<file path="src/hdl/one_wire_bus_master_defines.svh">
// Assertion macros for the one-wire bus master
`ifndef ONE_WIRE_BUS_MASTER_DEFINES_SVH
`define ONE_WIRE_BUS_MASTER_DEFINES_SVH

`ifndef SYNTHESIS

`define OWBM_ASSERT_SAME(label, clk, rst_n, ante, cons) \
	label: assert property (@(posedge clk) disable iff (!rst_n) (ante) |-> (cons)) \
		else $error("owbm check failed");

`define OWBM_ASSERT_NEXT(label, clk, rst_n, ante, cons) \
	label: assert property (@(posedge clk) disable iff (!rst_n) (ante) |=> (cons)) \
		else $error("owbm check failed");

`else

`define OWBM_ASSERT_SAME(label, clk, rst_n, ante, cons)

`define OWBM_ASSERT_NEXT(label, clk, rst_n, ante, cons)

`endif

`endif

</file>
<file path="src/hdl/owbm_pkg.sv">
// Types, constants and helpers shared by the one-wire bus master
`default_nettype none

package owbm_pkg;

	localparam int unsigned DEF_BITS_PER_BYTE = 8;
	localparam int unsigned TIME_W            = 10;
	localparam int unsigned CFG_IDX_W         = 3;
	// power of two
	localparam int unsigned QUEUE_DEPTH       = 2;

	typedef logic [TIME_W-1:0] usec_t;

	localparam logic [2:0] OP_TICK       = 3'd0;
	localparam logic [2:0] OP_RESET      = 3'd1;
	localparam logic [2:0] OP_WRITE_BYTE = 3'd2;
	localparam logic [2:0] OP_READ_BYTE  = 3'd3;
	localparam logic [2:0] OP_READ_BIT   = 3'd4;

	localparam logic [CFG_IDX_W-1:0] REG_RESET_LOW     = 3'd0;
	localparam logic [CFG_IDX_W-1:0] REG_PRESENCE_WAIT = 3'd1;
	localparam logic [CFG_IDX_W-1:0] REG_WRITE_LOW     = 3'd2;
	localparam logic [CFG_IDX_W-1:0] REG_WRITE_HOLD    = 3'd3;
	localparam logic [CFG_IDX_W-1:0] REG_READ_LOW      = 3'd4;
	localparam logic [CFG_IDX_W-1:0] REG_READ_SAMPLE   = 3'd5;
	localparam logic [CFG_IDX_W-1:0] REG_READ_HOLD     = 3'd6;
	localparam logic [CFG_IDX_W-1:0] REG_RECOVERY      = 3'd7;

	typedef struct packed {
		logic [2:0] operation;
		logic [7:0] write_byte;
		logic       line_level;
	} in_beat_t;

	typedef struct packed {
		logic       drive_low;
		logic       busy_res;
		logic       done_res;
		logic [7:0] read_data;
		logic       device_present;
	} out_beat_t;

	typedef enum logic [2:0] {
		CMD_TICK,
		CMD_RESET,
		CMD_WRITE,
		CMD_RD_BYTE,
		CMD_RD_BIT
	} cmd_t;

	typedef struct packed {
		cmd_t       cmd;
		logic [7:0] write_byte;
		logic       line_level;
	} cmd_beat_t;

	typedef struct packed {
		usec_t reset_low_time;
		usec_t presence_wait_time;
		usec_t write_low_time;
		usec_t write_hold_time;
		usec_t read_low_time;
		usec_t read_sample_time;
		usec_t read_hold_time;
		usec_t recovery_time;
	} cfg_t;

	localparam cfg_t CFG_RESET_VALUE = '{
		reset_low_time:     10'd480,
		presence_wait_time: 10'd60,
		write_low_time:     10'd10,
		write_hold_time:    10'd50,
		read_low_time:      10'd3,
		read_sample_time:   10'd9,
		read_hold_time:     10'd60,
		recovery_time:      10'd10
	};

	typedef enum logic [3:0] {
		PH_IDLE,
		PH_RST_LOW,
		PH_RST_WAIT,
		PH_RST_POST,
		PH_WR_LOW,
		PH_WR_HOLD,
		PH_WR_REC,
		PH_RD_LOW,
		PH_RD_SAMPLE,
		PH_RD_HOLD,
		PH_FINAL
	} phase_t;

	typedef enum logic [1:0] {
		OPK_RESET,
		OPK_WRITE,
		OPK_RD_BYTE,
		OPK_RD_BIT
	} op_kind_t;

	// zero counts as one microsecond
	function automatic usec_t slot_len(input usec_t v);
		return (v == '0) ? usec_t'(1) : v;
	endfunction

endpackage

`default_nettype wire

</file>
<file path="src/hdl/owbm_front.sv">
// Front end: accept input beats, decode the command and queue them for the engine
`default_nettype none

module owbm_front (
	input  wire                      clk,
	input  wire                      arst_n,
	input  wire                      in_valid,
	output logic                     in_stall,
	input  wire owbm_pkg::in_beat_t  in_data,
	output logic                     q_valid,
	input  wire                      q_pop,
	output owbm_pkg::cmd_beat_t      q_item
);
	import owbm_pkg::*;

	localparam int unsigned PtrW = (QUEUE_DEPTH > 1) ? $clog2(QUEUE_DEPTH) : 1;
	localparam int unsigned CntW = $clog2(QUEUE_DEPTH + 1);

	cmd_beat_t             entries_q [QUEUE_DEPTH];
	logic      [PtrW-1:0]  wr_ptr_q;
	logic      [PtrW-1:0]  rd_ptr_q;
	logic      [CntW-1:0]  count_q;
	cmd_beat_t             item;
	logic                  push;
	logic                  pop;

	always_comb begin
		item.write_byte = in_data.write_byte;
		item.line_level = in_data.line_level;
		case (in_data.operation)
			OP_RESET:      item.cmd = CMD_RESET;
			OP_WRITE_BYTE: item.cmd = CMD_WRITE;
			OP_READ_BYTE:  item.cmd = CMD_RD_BYTE;
			OP_READ_BIT:   item.cmd = CMD_RD_BIT;
			default:       item.cmd = CMD_TICK;
		endcase
	end

	assign in_stall = (count_q == CntW'(QUEUE_DEPTH));
	assign q_valid  = (count_q != '0);
	assign q_item   = entries_q[rd_ptr_q];
	assign push     = in_valid && !in_stall;
	assign pop      = q_pop && q_valid;

	always_ff @(posedge clk) begin
		if (push) begin
			entries_q[wr_ptr_q] <= item;
		end
	end

	always_ff @(posedge clk or negedge arst_n) begin
		if (!arst_n) begin
			wr_ptr_q <= '0;
			rd_ptr_q <= '0;
			count_q  <= '0;
		end else begin
			if (push) begin
				wr_ptr_q <= wr_ptr_q + PtrW'(1);
			end
			if (pop) begin
				rd_ptr_q <= rd_ptr_q + PtrW'(1);
			end
			if (push && !pop) begin
				count_q <= count_q + CntW'(1);
			end else if (pop && !push) begin
				count_q <= count_q - CntW'(1);
			end
		end
	end

endmodule

`default_nettype wire

</file>
<file path="src/hdl/owbm_engine.sv">
// Back end: slot sequencer running one queued tick per cycle into out_q unless stalled
`default_nettype none

module owbm_engine #(
	parameter int unsigned BITS_PER_BYTE = owbm_pkg::DEF_BITS_PER_BYTE
) (
	input  wire                      clk,
	input  wire                      arst_n,
	input  wire owbm_pkg::cfg_t      cfg,
	input  wire                      q_valid,
	output logic                     q_pop,
	input  wire owbm_pkg::cmd_beat_t q_item,
	output logic                     out_valid,
	input  wire                      out_stall,
	output owbm_pkg::out_beat_t      out_data
);
	import owbm_pkg::*;

	localparam int unsigned BitsW = $clog2(BITS_PER_BYTE + 1);

	phase_t                phase_q;
	usec_t                 time_q;
	logic     [BitsW-1:0]  bits_q;
	logic     [7:0]        tx_q;
	logic     [7:0]        rx_q;
	logic                  pres_q;
	op_kind_t              kind_q;
	logic                  out_valid_q;
	out_beat_t             out_q;

	phase_t                phase_d;
	usec_t                 time_d;
	logic     [BitsW-1:0]  bits_d;
	logic     [7:0]        tx_d;
	logic     [7:0]        rx_d;
	logic                  pres_d;
	op_kind_t              kind_d;
	out_beat_t             res;

	assign q_pop     = q_valid && (!out_valid_q || !out_stall);
	assign out_valid = out_valid_q;
	assign out_data  = out_q;

	always_comb begin
		phase_d = phase_q;
		time_d  = time_q;
		bits_d  = bits_q;
		tx_d    = tx_q;
		rx_d    = rx_q;
		pres_d  = pres_q;
		kind_d  = kind_q;
		res     = '0;

		if (phase_q == PH_IDLE) begin
			case (q_item.cmd)
				CMD_RESET: begin
					kind_d  = OPK_RESET;
					phase_d = PH_RST_LOW;
					time_d  = slot_len(cfg.reset_low_time);
				end
				CMD_WRITE: begin
					kind_d  = OPK_WRITE;
					tx_d    = q_item.write_byte;
					bits_d  = BitsW'(BITS_PER_BYTE);
					phase_d = PH_WR_LOW;
					time_d  = slot_len(cfg.write_low_time);
				end
				CMD_RD_BYTE: begin
					kind_d  = OPK_RD_BYTE;
					rx_d    = '0;
					bits_d  = BitsW'(BITS_PER_BYTE);
					phase_d = PH_RD_LOW;
					time_d  = slot_len(cfg.read_low_time);
				end
				CMD_RD_BIT: begin
					kind_d  = OPK_RD_BIT;
					bits_d  = BitsW'(1);
					phase_d = PH_RD_LOW;
					time_d  = slot_len(cfg.read_low_time);
				end
				default: ;
			endcase
		end

		if (phase_d != PH_IDLE) begin
			res.busy_res  = 1'b1;
			res.drive_low = (phase_d == PH_RST_LOW) || (phase_d == PH_WR_LOW)
				|| (phase_d == PH_RD_LOW) || ((phase_d == PH_WR_HOLD) && !tx_d[0]);
			if (time_d > usec_t'(1)) begin
				time_d = time_d - usec_t'(1);
			end else begin
				case (phase_d)
					PH_RST_LOW: begin
						phase_d = PH_RST_WAIT;
						time_d  = slot_len(cfg.presence_wait_time);
					end
					PH_RST_WAIT: begin
						pres_d  = !q_item.line_level;
						phase_d = PH_RST_POST;
						time_d  = slot_len(cfg.reset_low_time);
					end
					PH_WR_LOW: begin
						phase_d = PH_WR_HOLD;
						time_d  = slot_len(cfg.write_hold_time);
					end
					PH_WR_HOLD: begin
						phase_d = PH_WR_REC;
						time_d  = slot_len(cfg.recovery_time);
					end
					PH_WR_REC: begin
						tx_d   = {1'b0, tx_d[7:1]};
						bits_d = bits_d - BitsW'(1);
						if (bits_d != '0) begin
							phase_d = PH_WR_LOW;
							time_d  = slot_len(cfg.write_low_time);
						end else begin
							phase_d = PH_FINAL;
							time_d  = slot_len(cfg.recovery_time);
						end
					end
					PH_RD_LOW: begin
						phase_d = PH_RD_SAMPLE;
						time_d  = slot_len(cfg.read_sample_time);
					end
					PH_RD_SAMPLE: begin
						if (kind_d == OPK_RD_BIT) begin
							rx_d = {q_item.line_level, 7'b0};
						end else begin
							rx_d = {q_item.line_level, rx_d[7:1]};
						end
						phase_d = PH_RD_HOLD;
						time_d  = slot_len(cfg.read_hold_time);
					end
					PH_RD_HOLD: begin
						bits_d = bits_d - BitsW'(1);
						if (bits_d != '0) begin
							phase_d = PH_RD_LOW;
							time_d  = slot_len(cfg.read_low_time);
						end else begin
							phase_d = PH_FINAL;
							time_d  = slot_len(cfg.recovery_time);
						end
					end
					default: begin
						phase_d      = PH_IDLE;
						time_d       = '0;
						res.done_res = 1'b1;
					end
				endcase
			end
		end

		res.read_data      = rx_d;
		res.device_present = pres_d;
	end

	always_ff @(posedge clk or negedge arst_n) begin
		if (!arst_n) begin
			phase_q     <= PH_IDLE;
			time_q      <= '0;
			bits_q      <= '0;
			tx_q        <= '0;
			rx_q        <= '0;
			pres_q      <= 1'b0;
			kind_q      <= OPK_RESET;
			out_valid_q <= 1'b0;
		end else begin
			if (q_pop) begin
				phase_q     <= phase_d;
				time_q      <= time_d;
				bits_q      <= bits_d;
				tx_q        <= tx_d;
				rx_q        <= rx_d;
				pres_q      <= pres_d;
				kind_q      <= kind_d;
				out_valid_q <= 1'b1;
			end else if (!out_stall) begin
				out_valid_q <= 1'b0;
			end
		end
	end

	always_ff @(posedge clk) begin
		if (q_pop) begin
			out_q <= res;
		end
	end

endmodule

`default_nettype wire

</file>
<file path="src/hdl/one_wire_bus_master.sv">
// One-wire bus master top level: configuration registers, front queue and slot engine
`default_nettype none

// Every accepted input beat is one microsecond of bus time and yields exactly one output beat
// giving the line drive, busy and done flags, the receive shift register and the presence
// flag. Reset, write-byte, read-byte and read-bit commands are taken only when no operation is
// running; otherwise the command beat just advances the running one. Unless the output stalls,
// the block sustains one beat per clock cycle: a two-entry queue after the input decode feeds
// the slot engine, which retires one tick per cycle into the output register. The input stalls
// once the queue holds two beats. The user must write the eight timing registers through the
// configuration port only while the block is idle; the block itself does not enforce this.

`include "one_wire_bus_master_defines.svh"

module one_wire_bus_master #(
	parameter int unsigned BITS_PER_BYTE = owbm_pkg::DEF_BITS_PER_BYTE
) (
	input  wire                                 clk,
	input  wire                                 arst_n,
	input  wire                                 in_valid,
	output logic                                in_stall,
	input  wire owbm_pkg::in_beat_t             in_data,
	output logic                                out_valid,
	input  wire                                 out_stall,
	output owbm_pkg::out_beat_t                 out_data,
	input  wire                                 cfg_we,
	input  wire  [owbm_pkg::CFG_IDX_W-1:0]      cfg_index,
	input  wire  [owbm_pkg::TIME_W-1:0]         cfg_data
);
	import owbm_pkg::*;

	cfg_t      cfg_q;
	logic      q_valid;
	logic      q_pop;
	cmd_beat_t q_item;

	always_ff @(posedge clk or negedge arst_n) begin
		if (!arst_n) begin
			cfg_q <= CFG_RESET_VALUE;
		end else if (cfg_we) begin
			case (cfg_index)
				REG_RESET_LOW:     cfg_q.reset_low_time     <= cfg_data;
				REG_PRESENCE_WAIT: cfg_q.presence_wait_time <= cfg_data;
				REG_WRITE_LOW:     cfg_q.write_low_time     <= cfg_data;
				REG_WRITE_HOLD:    cfg_q.write_hold_time    <= cfg_data;
				REG_READ_LOW:      cfg_q.read_low_time      <= cfg_data;
				REG_READ_SAMPLE:   cfg_q.read_sample_time   <= cfg_data;
				REG_READ_HOLD:     cfg_q.read_hold_time     <= cfg_data;
				REG_RECOVERY:      cfg_q.recovery_time      <= cfg_data;
				default: ;
			endcase
		end
	end

	owbm_front u_front (
		.clk      (clk),
		.arst_n   (arst_n),
		.in_valid (in_valid),
		.in_stall (in_stall),
		.in_data  (in_data),
		.q_valid  (q_valid),
		.q_pop    (q_pop),
		.q_item   (q_item)
	);

	owbm_engine #(
		.BITS_PER_BYTE (BITS_PER_BYTE)
	) u_engine (
		.clk       (clk),
		.arst_n    (arst_n),
		.cfg       (cfg_q),
		.q_valid   (q_valid),
		.q_pop     (q_pop),
		.q_item    (q_item),
		.out_valid (out_valid),
		.out_stall (out_stall),
		.out_data  (out_data)
	);

	`OWBM_ASSERT_SAME(a_done_is_busy, clk, arst_n, out_valid && out_data.done_res, out_data.busy_res)
	`OWBM_ASSERT_SAME(a_drive_is_busy, clk, arst_n, out_valid && out_data.drive_low, out_data.busy_res)
	`OWBM_ASSERT_NEXT(a_pop_fills_out, clk, arst_n, q_pop, out_valid)

endmodule

`default_nettype wire

</file>
<file path="config.mk">
export PLATFORM = sky130hd
export DESIGN_NAME = one_wire_bus_master
export DESIGN_NICKNAME = d
export VERILOG_FILES = /design/src/hdl/owbm_pkg.sv /design/src/hdl/owbm_front.sv /design/src/hdl/owbm_engine.sv /design/src/hdl/one_wire_bus_master.sv
export VERILOG_INCLUDE_DIRS = /design/src /design/src/hdl
export SDC_FILE = /design/constraint.sdc
export NUM_CORES = 1
export LEC_CHECK = 0
export ABC_AREA = 0
export BUFFER_PORTS_ARGS = -buffer_cell sky130_fd_sc_hd__buf_2
export CAP_MARGIN = 20
export CORE_ASPECT_RATIO = 0.8
export CORE_MARGIN = 8
export CORE_UTILIZATION = 60
export CTS_CLUSTER_DIAMETER = 80
export DETAILED_ROUTE_END_ITERATION = 8
export GPL_ROUTABILITY_DRIVEN = 0
export PLACE_DENSITY = 0.75
export SYNTH_ARGS = -nofsm -noshare
export SYNTH_HDL_FRONTEND = slang
export SYNTH_SLANG_ARGS = --single-unit
</file>
<file path="constraint.sdc">
create_clock -name clk -period 10 [get_ports clk]
set_clock_uncertainty 0.15 [all_clocks]
set_input_delay 1 -clock clk [delete_from_list [all_inputs] [get_ports clk]]
set_output_delay 1 -clock clk [all_outputs]
set_load 0.03 [all_outputs]
</file>
# After elaboration in Yosys (flattened, before gate mapping)
# Memory sizes are Yosys's and may differ from the RTL's.
# Cells that the tools add are included.
dict set report totals {
  regBits 134
  latchBits 0
  memories 1
  mem_bits_rw 24
  in_bits 30
  romBits 0
  word_cells 156
}
dict set report op_classes {
  mux 53
  n_reduce_logical 44
  order_cmp 1
  shifts 0
  mul 0
  eq_ne 26
  addsub 6
  bitwise_logic 1
  n_div 0
}
# memory depth width read_ports rd_ports_with_merged_regs write_ports line
set memory_table {}
lappend memory_table {u_front.entries_q 2 12 1 0 1 owbm_front.sv:19} ;# cmd_beat_t entries_q [QUEUE_DEPTH];
# cell count
set ops {}
lappend ops {{10-bit 2-to-1 mux} 13}
lappend ops {{10-bit zero test} 8}
lappend ops {{8-bit 2-to-1 mux} 10}
lappend ops {{10-bit one-hot mux with 8 select lines} 1}
lappend ops {{4-bit 2-to-1 mux} 9}
lappend ops {{4-bit one-hot mux with 8 select lines} 1}
lappend ops {{10-bit one-hot mux with 3 select lines} 1}
lappend ops {{3-bit by 2-bit == test with 1-bit output (second input constant)} 6}
lappend ops {{3-bit == test (second input constant)} 6}
lappend ops {{4-bit by 3-bit == test with 1-bit output (second input constant)} 4}
lappend ops {{2-bit AND reduction} 8}
lappend ops {{3-bit one-hot mux with 4 select lines} 1}
lappend ops {{4-bit one-hot mux with 3 select lines} 1}
lappend ops {{10-bit by 1-bit > comparator with 1-bit output (second input constant)} 1}
lappend ops {{10-bit by 1-bit subtractor with 10-bit output (second input constant)} 1}
lappend ops {{3-bit by 1-bit == test with 1-bit output (second input constant)} 3}
lappend ops {{1-bit 2-to-1 mux} 9}
lappend ops {{4-bit == test (second input constant)} 2}
lappend ops {{2-bit 2-to-1 mux} 4}
lappend ops {{2-bit one-hot mux with 4 select lines} 1}
lappend ops {{4-bit one-hot mux with 2 select lines} 1}
lappend ops {{4-bit nonzero test} 2}
lappend ops {{2-bit OR reduction} 4}
lappend ops {{8-bit OR reduction} 1}
lappend ops {{other kinds (16)} 33}

# Depth between registers and ports, before layout
# Gate-level depths: netlist of run 1.
# An unclocked memory read counts as a cell.
dict set report logic_depth {
  word_depth 11
  depth_mapped 16
  depth_no_buf 14
}

# By module
# From an unflattened synthesis of run 1, not the netlist that was laid out.
dict set report hier_totals {
  hier_cells 770
  area_unflattened_um2 8808.4
}
# module n_inst cells_each area_each_um2 seq_area_each_um2
set modules_own_cells {}
lappend modules_own_cells {owbm_engine 1 536 4526.8 1311.3}
lappend modules_own_cells {one_wire_bus_master 1 175 3191.8 2030.7}
lappend modules_own_cells {owbm_front 1 59 1089.8 820.8}

# Worst setup path before layout of run 1
# No wires, ideal clock.
dict set report synth_path {
  path_type {register to register}
  start {register u_engine.phase_q[3]}
  end {register u_engine.time_q[1]}
  t_arrival_ps 3147
  synth_period_minus_slack_ps 3420
  path_buffers 2
  path_slack_ps 6580
  path_stages_with_launch 15
  required_ps 9727
  path_cell_list {dfrtp_1 -> buf_6 -> or4_4 -> nor4_4 -> nor2_1 -> nand2_1 -> ha_1 -> inv_1 -> a32o_1 -> and2_0 -> clkbuf_1 -> a21o_1 -> a221oi_1 -> nor3_1 -> o221a_1}
}
dict set report synth_between {
  elab_chain_cells 8
  word_cells_on_any_way 23
  cone_classes {2 x add/sub; 1 x order compare; 8 x eq/ne; 9 x mux; 3 x reduce/logical}
}
# element line
set synth_rtl {}
lappend synth_rtl {{start, declared} owbm_engine.sv:21} ;# phase_t phase_q;
lappend synth_rtl {{start signal, assigned} owbm_engine.sv:169} ;# phase_q <= phase_d;
lappend synth_rtl {{4-bit zero test} owbm_engine.sv:54} ;# if (phase_q == PH_IDLE) begin
lappend synth_rtl {{4-bit 2-to-1 mux} owbm_engine.sv:54}
lappend synth_rtl {{4-bit by 1-bit subtractor with 4-bit output} {owbm_engine.sv:112, owbm_engine.sv:135}}
lappend synth_rtl {{4-bit nonzero test} {owbm_engine.sv:113, owbm_engine.sv:136}}
lappend synth_rtl {{10-bit 2-to-1 mux (on tied branches)} {owbm_engine.sv:136, owbm_engine.sv:113}}
lappend synth_rtl {{10-bit one-hot mux with 8 select lines} owbm_engine.sv:92} ;# case (phase_d)
lappend synth_rtl {{10-bit 2-to-1 mux} owbm_engine.sv:89} ;# if (time_d > usec_t'(1)) begin
lappend synth_rtl {{10-bit 2-to-1 mux *} owbm_engine.sv:85} ;# if (phase_d != PH_IDLE) begin
lappend synth_rtl {{end signal, assigned} owbm_engine.sv:170} ;# time_q <= time_d;
lappend synth_rtl {{end, declared} owbm_engine.sv:22} ;# usec_t time_q;
# Every way passes the cells marked *; elsewhere a longest branch is shown, timed or not.
# A chain may end at the register's enable or synchronous reset.

# Worst setup path in the final report of run 1
dict set report layout_path {
  start {register u_front.rd_ptr_q}
  end {register u_engine.rx_q[7]}
}
dict set report layout_between {
  elab_chain_cells 9
  word_cells_on_any_way 18
  cone_classes {1 x order compare; 5 x eq/ne; 9 x mux; 2 x reduce/logical; 1 x memory}
}
# element line
set layout_rtl {}
lappend layout_rtl {{start, declared} owbm_front.sv:21} ;# logic [PtrW-1:0] rd_ptr_q;
lappend layout_rtl {{start signal, assigned} owbm_front.sv:61} ;# rd_ptr_q <= rd_ptr_q + PtrW'(1);
lappend layout_rtl {{memory 2 x 12 bit *} --}
lappend layout_rtl {{branches (longest 7 deep; another with 10-bit by 1-bit > comparator with 1-bit output)} --}
lappend layout_rtl {{8-bit 2-to-1 mux *} owbm_engine.sv:85}
lappend layout_rtl {{end signal, assigned} owbm_engine.sv:173} ;# rx_q <= rx_d;
lappend layout_rtl {{end, declared} owbm_engine.sv:25} ;# logic [7:0] rx_q;
# Mark *: on every way between the ends.

==> flow_summary.yaml, run 1 <==
status:
  outcome: "completed"
global_route:
  grt_overflow: 0
  grt_max_degree: 67
  groute.usage.overall: 0.263
  antenna_found_initial: 0
  grt_pass1_wl_um: 36500
  grt_pass1_vias: 6430
die:
  die_w_um: 148
  die_y_um: 121
  dieArea_mm2: 0.0179
  rows: 38
  ios: 44
  coreArea_mm2: 0.0136
  floorplan.initialDensity: 0.614
routing:
  wl_per_cell_um: 23.8
  drt_iter0_drc: 1158
  wirelength_met1_um: 9780
  drc: 0
  ant_nets: 0
  highest_layer: "met4"
  via_per_inst: 6.92
  via_count: 6691
  routed-wl-met2_um: 9520
  drt-total-wl_um: 23000
  firstDrtPassIters: 9
  wl_met3_um: 3110
hold_path:
  hold_path.class: "flop to flop"
  hold_start: "u_front.wr_ptr_q"
  holdPathStages: 1
  hold_end: "u_front.wr_ptr_q"
worst_setup_path:
  r2r-end: "u_engine.rx_q[7]"
  reg2reg_from: "u_front.rd_ptr_q"
  cp.required_ps: 10220
  critical_path_class: "flop to flop"
  critical_path.max_fanout: 16
  r2r_slack_ps: 5150
  start_kind: "flop"
  crit_arrival_ps: 5070
  reg2regPathDepth: 10
  cp-end-kind: "flop"
timing:
  hold_viol: 0
  slew_violations: 0
  fmax_ghz: 0.206
  fin_setup_tns_ps: 0
  worst_pin_slew_ps: 1050
  relSlewSlack: 0.294
  period_needed_ps: 4850
  rsz0062_at_grt: "false"
  fin_crit_sh: 0.485
  setup_viol_count_final: 0
  setup_ws_ps: 5150
clocking:
  cts_made_buffers: 17
  htreeDepth: 4
  cts_setup_buffers: 0
  clock-sinks: 158
  cts_tree: "built"
  clk_pin_slew_ps: 60
  hold_buffers: 0
  insertion_delay_ps: 440
  cts_resized: 0
  cts-root-buf: "clkbuf_16"
  clk_path_buf_depth: 2
place:
  portBuffers: 43
  hpwl_um: 16400
  dp_slack_ps: 4860
  dpl_cell_area_mm2: 0.00866
synth:
  synthFlopType: "dfrtp_1"
  synthDominantCellAreaShare: 0.298
  async_reset_ff_frac: 0.772
  ys_warn_count: 0
  syn_nets: 771
  ys_seq_area_frac: 0.501
  synthCells: 736
  synthTopCellsByArea: "dfrtp_1 (30%), edfxtp_1 (13%), mux2_2 (12%)"
  synth_top_area_cell: "dfrtp_1"
  yosysUniqueCellTypes: 74
  netlist_area_mm2: 0.00831
  synth_area_per_cell_um2: 11.3
  synth_seq_cells: 158
  synth_edf_count: 36
pwr:
  power_mw: 2.94
  p_leak_nw: 3.65
  p_per_area_mw_per_mm2: 318
  ir_drop_v: 0.000259
cells_and_area:
  antennaDiodeCount: 0
  nNetsFinal: 809
  drive_gt1_frac: 0.272
  design_area_mm2: 0.00925
  n_fill_cell: 1013
  synthToLayoutAreaGrowth_pct: 11.3
job:
  drv_cap: 0
placed cells by master, fill, tap and decap left out, drive strengths merged, types with 8 or more instances in the layout:
master / Yosys / layout
a211oi: 13 / 13
a21oi: 28 / 28
a221oi: 10 / 10
a22o: 27 / 27
a22oi: 19 / 19
buf: 11 / 53
clkbuf: 24 / 19
dfrtp: 99 / 99
dfstp: 23 / 23
edfxtp: 36 / 36
inv: 11 / 13
mux2: 88 / 88
mux2i: 13 / 13
nand2: 42 / 42
nand3: 19 / 19
nor2: 58 / 58
nor2b: 11 / 11
nor3: 25 / 25
nor4: 15 / 15
o211ai: 8 / 8
o21ai: 36 / 36
cell usage after synthesis, types with 6 or more instances:
library cell,instances
a211oi_1,12
a21o_1,6
a21oi_1,28
a221o_1,7
a221oi_1,9
a22o_1,27
a22oi_1,19
a31oi_1,6
and3_1,7
clkbuf_1,24
dfrtp_1,99
dfstp_2,23
edfxtp_1,36
inv_1,11
mux2_2,86
mux2i_1,10
nand2_1,42
nand2b_1,6
nand3_1,18
nand4_1,6
nor2_1,57
nor2b_1,11
nor3_1,24
nor4_1,13
o211ai_1,8
o21ai_0,30
o22ai_1,6
xnor2_1,7
metrics by stage:
stage	util	hold WS [ps]	std cells
after global routing	0.683	374	967
after global placement	0.639	330	932
after detailed placement	0.639	332	932
final	0.683	346	967
after floorplan	-	310	736
after CTS	0.681	348	964
final cells by class:
cell class,instances,area (um^2),share of cell area
Sequential cell,158,4160,0.450
Clock buffer,18,429,0.0464
Multi-Input combinational cell,531,3950,0.427
Tap cell,180,225,0.0243
Timing Repair Buffer,54,295,0.0319
Inverter,12,45.0,0.00487
Clock inverter,14,143,0.0154
registers in the layout, summed over array words and instances, names as in the netlist:
name and count:
u_front.count_q 2, u_engine.kind_q 2, u_engine.bits_q 4, u_engine.tx_q 8
u_front.wr_ptr_q 1, u_front.entries_q 24, u_engine.rx_q 8, u_engine.out_data 12
u_engine.out_valid 1, u_engine.pres_q 1, u_engine.phase_q 4, u_engine.time_q 10
cfg_q 80, u_front.rd_ptr_q 1
kinds of logic after synthesis:
logic type,share of synthesized area
AO/OA/AOI/OAI,0.185
XOR/XNOR,0.0116
adder cells (fa/ha/maj),0.00752
buffers and inverters,0.0247
flip-flops,0.501
multiplexers,0.140
AND/OR/NAND/NOR,0.131
per-layer routing:
metal	up-vias	track usage
met5	-	0
met4	0	0.106
met3	64	0.0995
met2	453	0.359
met1	3242	0.369
li1	2932	-
power breakdown:
part | internal, mW | switching, mW | leakage, nW
Sequential | 0.859 | 0.192 | 1.80
Combinational | 0.465 | 0.786 | 1.58
Clock | 0.367 | 0.269 | 0.271
Total | 1.69 | 1.25 | 3.65
worst max-delay path, cell delays in order, from the launching register on:
cell and delay (ps):
dfrtp_1 990, mux2i_4 660, nand2_1 190, o21ai_2 470, a221oi_1 260, o21bai_1 280
ha_1 320, o21ai_0 600, nor3_1 160, o21ai_1 480, a22o_1 230
how the worst max path moves through the flow:
stage	slack (ps)	to	cells past startpoint	from
final	5150	u_engine.rx_q[7]	10	u_front.rd_ptr_q
after floorplan	6580	u_engine.time_q[1]	14	u_engine.phase_q[3]
after CTS	4860	u_engine.tx_q[5]	9	u_front.rd_ptr_q
after global routing	4780	u_engine.rx_q[7]	12	u_front.rd_ptr_q
after global placement	5120	u_engine.out_data[0]	11	u_front.rd_ptr_q
after detailed placement	4860	u_engine.tx_q[5]	9	u_front.rd_ptr_q
Note: power is estimated with default switching activity, not from simulation.
==> run 2, diff against run 1 <==
- ABC_AREA: 0 -> 1
- clock period: 10 -> 4.5 ns (I/O delays scaled with it)
==> flow_summary.yaml, run 2 <==
status:
  outcome: "completed"
worst_setup_path:
  start_kind: "flop"
  critical_path_class: "flop to flop"
  cp-end-kind: "flop"
  critical_path.max_fanout: 22
  cp.required_ps: 4680
  r2r_slack_ps: 440
  crit_arrival_ps: 4240
  reg2reg_from: "u_front.rd_ptr_q"
  crit_start: "u_front.rd_ptr_q"
timing:
  setup_viol_count_final: 0
  fmax_ghz: 0.247
  hold_viol: 0
  period_needed_ps: 4060
  fin_setup_tns_ps: 0
  worst_pin_slew_ps: 978
  fin_crit_sh: 0.901
  whs_ps: 21.4
  relSlewSlack: 0.348
  slew_violations: 0
  rsz0062_at_grt: "false"
routing:
  via_count: 8051
  ant_nets: 0
  drc: 0
  wl_per_cell_um: 17.3
  via_per_inst: 5.77
  firstDrtPassIters: 6
  drt_iter0_drc: 1124
  drt-total-wl_um: 24100
cells_and_area:
  final_cell_mix: "nand2_1 (427), o21ai_0 (136), inv_1 (114)"
  design_area_mm2: 0.00968
  n_fill_cell: 1221
  largest_reg_flops: 80
  synthToLayoutAreaGrowth_pct: 11.0
  final_common_cell: "nand2_1"
  final_cells: 1396
  layout.area.seq_mm2: 0.00416
  regMostFlops: "cfg_q"
  multiInputGateArea_mm2: 0.00390
  antennaDiodeCount: 0
  nNetsFinal: 1234
  drive_gt1_frac: 0.126
pwr:
  p_per_area_mw_per_mm2: 708
  power_mw: 6.86
  ir_drop_v: 0.000601
  p_leak_nw: 4.69
clocking:
  cts_made_buffers: 17
  cts_tree: "built"
  clk_path_buf_depth: 2
  cts-root-buf: "clkbuf_16"
  htreeDepth: 4
  insertion_delay_ps: 440
  clock-sinks: 158
  clk_pin_slew_ps: 60
  cts_setup_buffers: 0
job:
  drv_cap: 0
synth:
  ys_warn_count: 0
  synthCells: 1167
  synthTopCellsByArea: "dfrtp_1 (28%), nand2_1 (18%), edfxtp_1 (12%)"
  synth_top_family_by_area: "simple AND/OR/NAND/NOR gates"
  synth_area_per_cell_um2: 7.48
  synth_compound_area_frac: 0.128
  synthFlopType: "dfrtp_1"
  async_reset_ff_frac: 0.772
  netlist_area_mm2: 0.00872
  ys_seq_area_frac: 0.477
  synthSimpleGateAreaFrac: 0.303
  synth_commonest_cells: "nand2_1 (427), o21ai_0 (137), inv_1 (116)"
  synthAdderAreaFrac: 0.00717
  synth_seq_cells: 158
  synthMuxAreaShare: 0.00115
  syn_nets: 1202
  synth-xor-area-share: 0.00602
  yosysUniqueCellTypes: 48
  synth_top_area_cell: "dfrtp_1"
  yosys.cell_count.top_type: "nand2_1"
  synth_edf_count: 36
  synthDominantCellAreaShare: 0.284
die:
  ios: 44
  rows: 39
  die_y_um: 124
  die_w_um: 151
  coreArea_mm2: 0.0142
  floorplan.initialDensity: 0.612
  dieArea_mm2: 0.0187
global_route:
  groute.usage.overall: 0.267
  grt_pass1_vias: 7226
  antenna_found_initial: 0
  grt_max_degree: 77
  grt_pass1_wl_um: 38500
  grt_overflow: 0
place:
  portBuffers: 43
  hpwl_um: 17300
  dpl_cell_area_mm2: 0.00904
  dp_cells: 1361
hold_path:
  hold_path.class: "input pin to async pin"
[run 2: critical path, stage by stage (launching register included)]
cell,delay (ps)
dfrtp_1,730
inv_4,190
nand2_1,120
nand2_2,100
nor2_1,160
nand3_2,160
nand2_4,140
nor2_8,70
o21ai_0,470
ha_1,310
nor2_1,70
nor2_1,100
nand3_1,280
clkinvlp_4,410
o21ai_0,150
o21ai_0,120
nand2_1,90
o21ai_0,110
[run 2: timing repair]
item	4_1_cts	5_1_grt
setup endpoints to repair	0	9
gates resized for setup	0	2
hold buffers	0	0
endpoints found under the hold margin	0	0
[run 2: layer usage]
layer	GRT usage	routed length, um	share of wire
met5	0	45	0.0019
met4	0.0888	572	0.024
met3	0.0901	2840	0.12
met2	0.369	9850	0.41
met1	0.386	10800	0.45
[run 2: power breakdown]
part | switching [mW] | total [mW] | leakage, nW | internal [mW]
clock | 0.599 | 1.47 | 0.303 | 0.874
combinational | 2.22 | 3.18 | 2.55 | 0.963
sequential | 0.292 | 2.21 | 1.84 | 1.91
total | 3.11 | 6.86 | 4.69 | 3.75
[run 2: final timing paths]
check                                     endpoint  cells past startpoint
max in group asynchronous                cfg_q[15]                      2
min                               u_engine.rx_q[4]                      1
max reg2reg                    u_engine.phase_q[0]                     17
min in group clk           u_front.entries_q[0][0]                      1
min reg2reg                     u_engine.time_q[5]                      2
max                            u_engine.phase_q[0]                     17
[run 2: cell families after synthesis]
logic type               count (synthesis)
adder cells (fa/ha/maj)                  5
AO/OA/AOI/OAI                          207
AND/OR/NAND/NOR                        626
flip-flops                             158
multiplexers                             1
XOR/XNOR                                 6
buffers and inverters                  164
[run 2: metrics by stage]
stage                util  setup WS (ps)
floorplan               -           1460
global placement    0.635            610
detailed placement  0.635            404
CTS                 0.677            298
global route        0.680            103
finish              0.680            444
[run 2: final cells by class]
class | count | share of cell area
clock inverter | 11 | 0.0133
clock buffer | 21 | 0.0490
sequential | 158 | 0.430
timing repair buffer | 53 | 0.0323
inverter | 124 | 0.0487
multi-input combinational | 845 | 0.403
tap | 184 | 0.0238
==> run 3, diff against run 2 <==
- BUFFER_PORTS_ARGS: -buffer_cell sky130_fd_sc_hd__buf_2 -> -buffer_cell sky130_fd_sc_hd__buf_4
- CTS_CLUSTER_DIAMETER: 80 -> 200
==> flow_summary.yaml, run 3 (synthesized netlist as in run 2, its figures left out) <==
status:
  outcome: "completed"
cells_and_area:
  final_cells: 1395
  design_area_mm2: 0.00977
  n_fill_cell: 1223
  nNetsFinal: 1233
  final_common_cell: "nand2_1"
  drive_gt1_frac: 0.123
  largest_reg_flops: 80
  final_cell_mix: "nand2_1 (427), o21ai_0 (136), inv_1 (115)"
  antennaDiodeCount: 0
  synthToLayoutAreaGrowth_pct: 12.0
  regMostFlops: "cfg_q"
global_route:
  grt_overflow: 0
  grt_max_degree: 64
  grt_pass1_vias: 7241
  antenna_found_initial: 0
  grt_pass1_wl_um: 38700
  groute.usage.overall: 0.269
clocking:
  cts-root-buf: "clkbuf_16"
  htreeDepth: 4
  cts_resized: 0
  cts_tree: "built"
  clk_pin_slew_ps: 60
  insertion_delay_ps: 440
  hold_buffers: 1
  clock-sinks: 158
  clk_path_buf_depth: 2
  cts_setup_buffers: 0
  cts_made_buffers: 17
hold_path:
  holdPathStages: 1
  hold_path.class: "input pin to flop"
  hold_start: "in_data[4]"
timing:
  hold_viol: 0
  rsz0062_at_grt: "false"
  fin_crit_sh: 0.886
  relSlewSlack: 0.347
  period_needed_ps: 3990
  fmax_ghz: 0.251
  whs_ps: 46.7
  slew_violations: 0
  fin_setup_tns_ps: 0
  setup_viol_count_final: 0
  worst_pin_slew_ps: 975
routing:
  via_per_inst: 5.64
  via_count: 7863
  drt_iter0_drc: 986
  drc: 0
  wl_per_cell_um: 16.9
  ant_nets: 0
  firstDrtPassIters: 5
  drt-total-wl_um: 23600
pwr:
  p_per_area_mw_per_mm2: 700
  p_leak_nw: 4.73
  ir_drop_v: 0.000600
die:
  rows: 39
  die_y_um: 124
  die_w_um: 151
  coreArea_mm2: 0.0142
  ios: 44
  dieArea_mm2: 0.0187
  floorplan.initialDensity: 0.612
worst_setup_path:
  critical_path_class: "flop to flop"
  cp-end-kind: "flop"
  crit_arrival_ps: 4180
  reg2reg_from: "u_front.rd_ptr_q"
  crit_start: "u_front.rd_ptr_q"
  start_kind: "flop"
  cp.required_ps: 4690
  reg2regPathDepth: 17
  critical_path.max_fanout: 22
job:
  drv_cap: 0
place:
  dp_cells: 1360
  dpl_cell_area_mm2: 0.00914
  hpwl_um: 17100
  portBuffers: 43
==> run 3: path summary, 6_finish.rpt <==
kind                                                 to  slack [ps]
worst max-delay path                u_engine.phase_q[0]         510
worst min-delay path            u_front.entries_q[0][4]          50
worst max register to register      u_engine.phase_q[0]         510
worst min register to register       u_engine.time_q[5]         330
max in group asynchronous                     cfg_q[15]        2900
min in group asynchronous              u_engine.rx_q[1]         460
==> run 3: area by class of cell <==
cell class                 count  area, um^2  area share
sequential                   158        4160       0.426
clock inverter                12         121      0.0124
timing repair buffer          52         409      0.0419
tap                          184         230      0.0236
inverter                     124         468      0.0479
multi-input combinational    845        3900       0.399
clock buffer                  20         483      0.0494
==> run 3: where the power goes <==
group / switching, mW / total (mW) / internal [mW]
registers: 0.292 / 2.21 / 1.91
logic: 2.18 / 3.17 / 0.990
clock network: 0.617 / 1.46 / 0.847
total: 3.09 / 6.84 / 3.75
==> run 3: layer usage <==
layer	track usage	part of all wire	vias up	routed length [um]
met5	0.0237	0.0021	-	50
met4	0.0679	0.013	2	317
met3	0.107	0.12	37	2830
met2	0.361	0.41	377	9690
met1	0.392	0.45	3624	10700
li1	-	-	3823	-
==> run 3: worst max-delay path, cell delays in order, from the launching register on <==
cell	delay, ps
dfrtp_1	720
inv_4	190
nand2_1	100
nand2_1	150
nor2_4	170
nand3_4	120
nand2_4	130
nor2_8	70
o21ai_0	480
ha_1	310
nor2_1	60
nor2_1	120
nand3_1	110
inv_1	470
o21ai_0	160
o21ai_0	140
nand2_1	110
o21ai_0	110
==> run 3: stage by stage <==
step           utilization  worst slack, ps  total power, mW
2_1_floorplan            -             1460             4.49
3_3_place_gp         0.642              839             5.27
3_5_place_dp         0.642              613             5.31
4_1_cts              0.685              544             6.79
5_1_grt              0.686             18.3             7.35
6_report             0.686              513             6.84
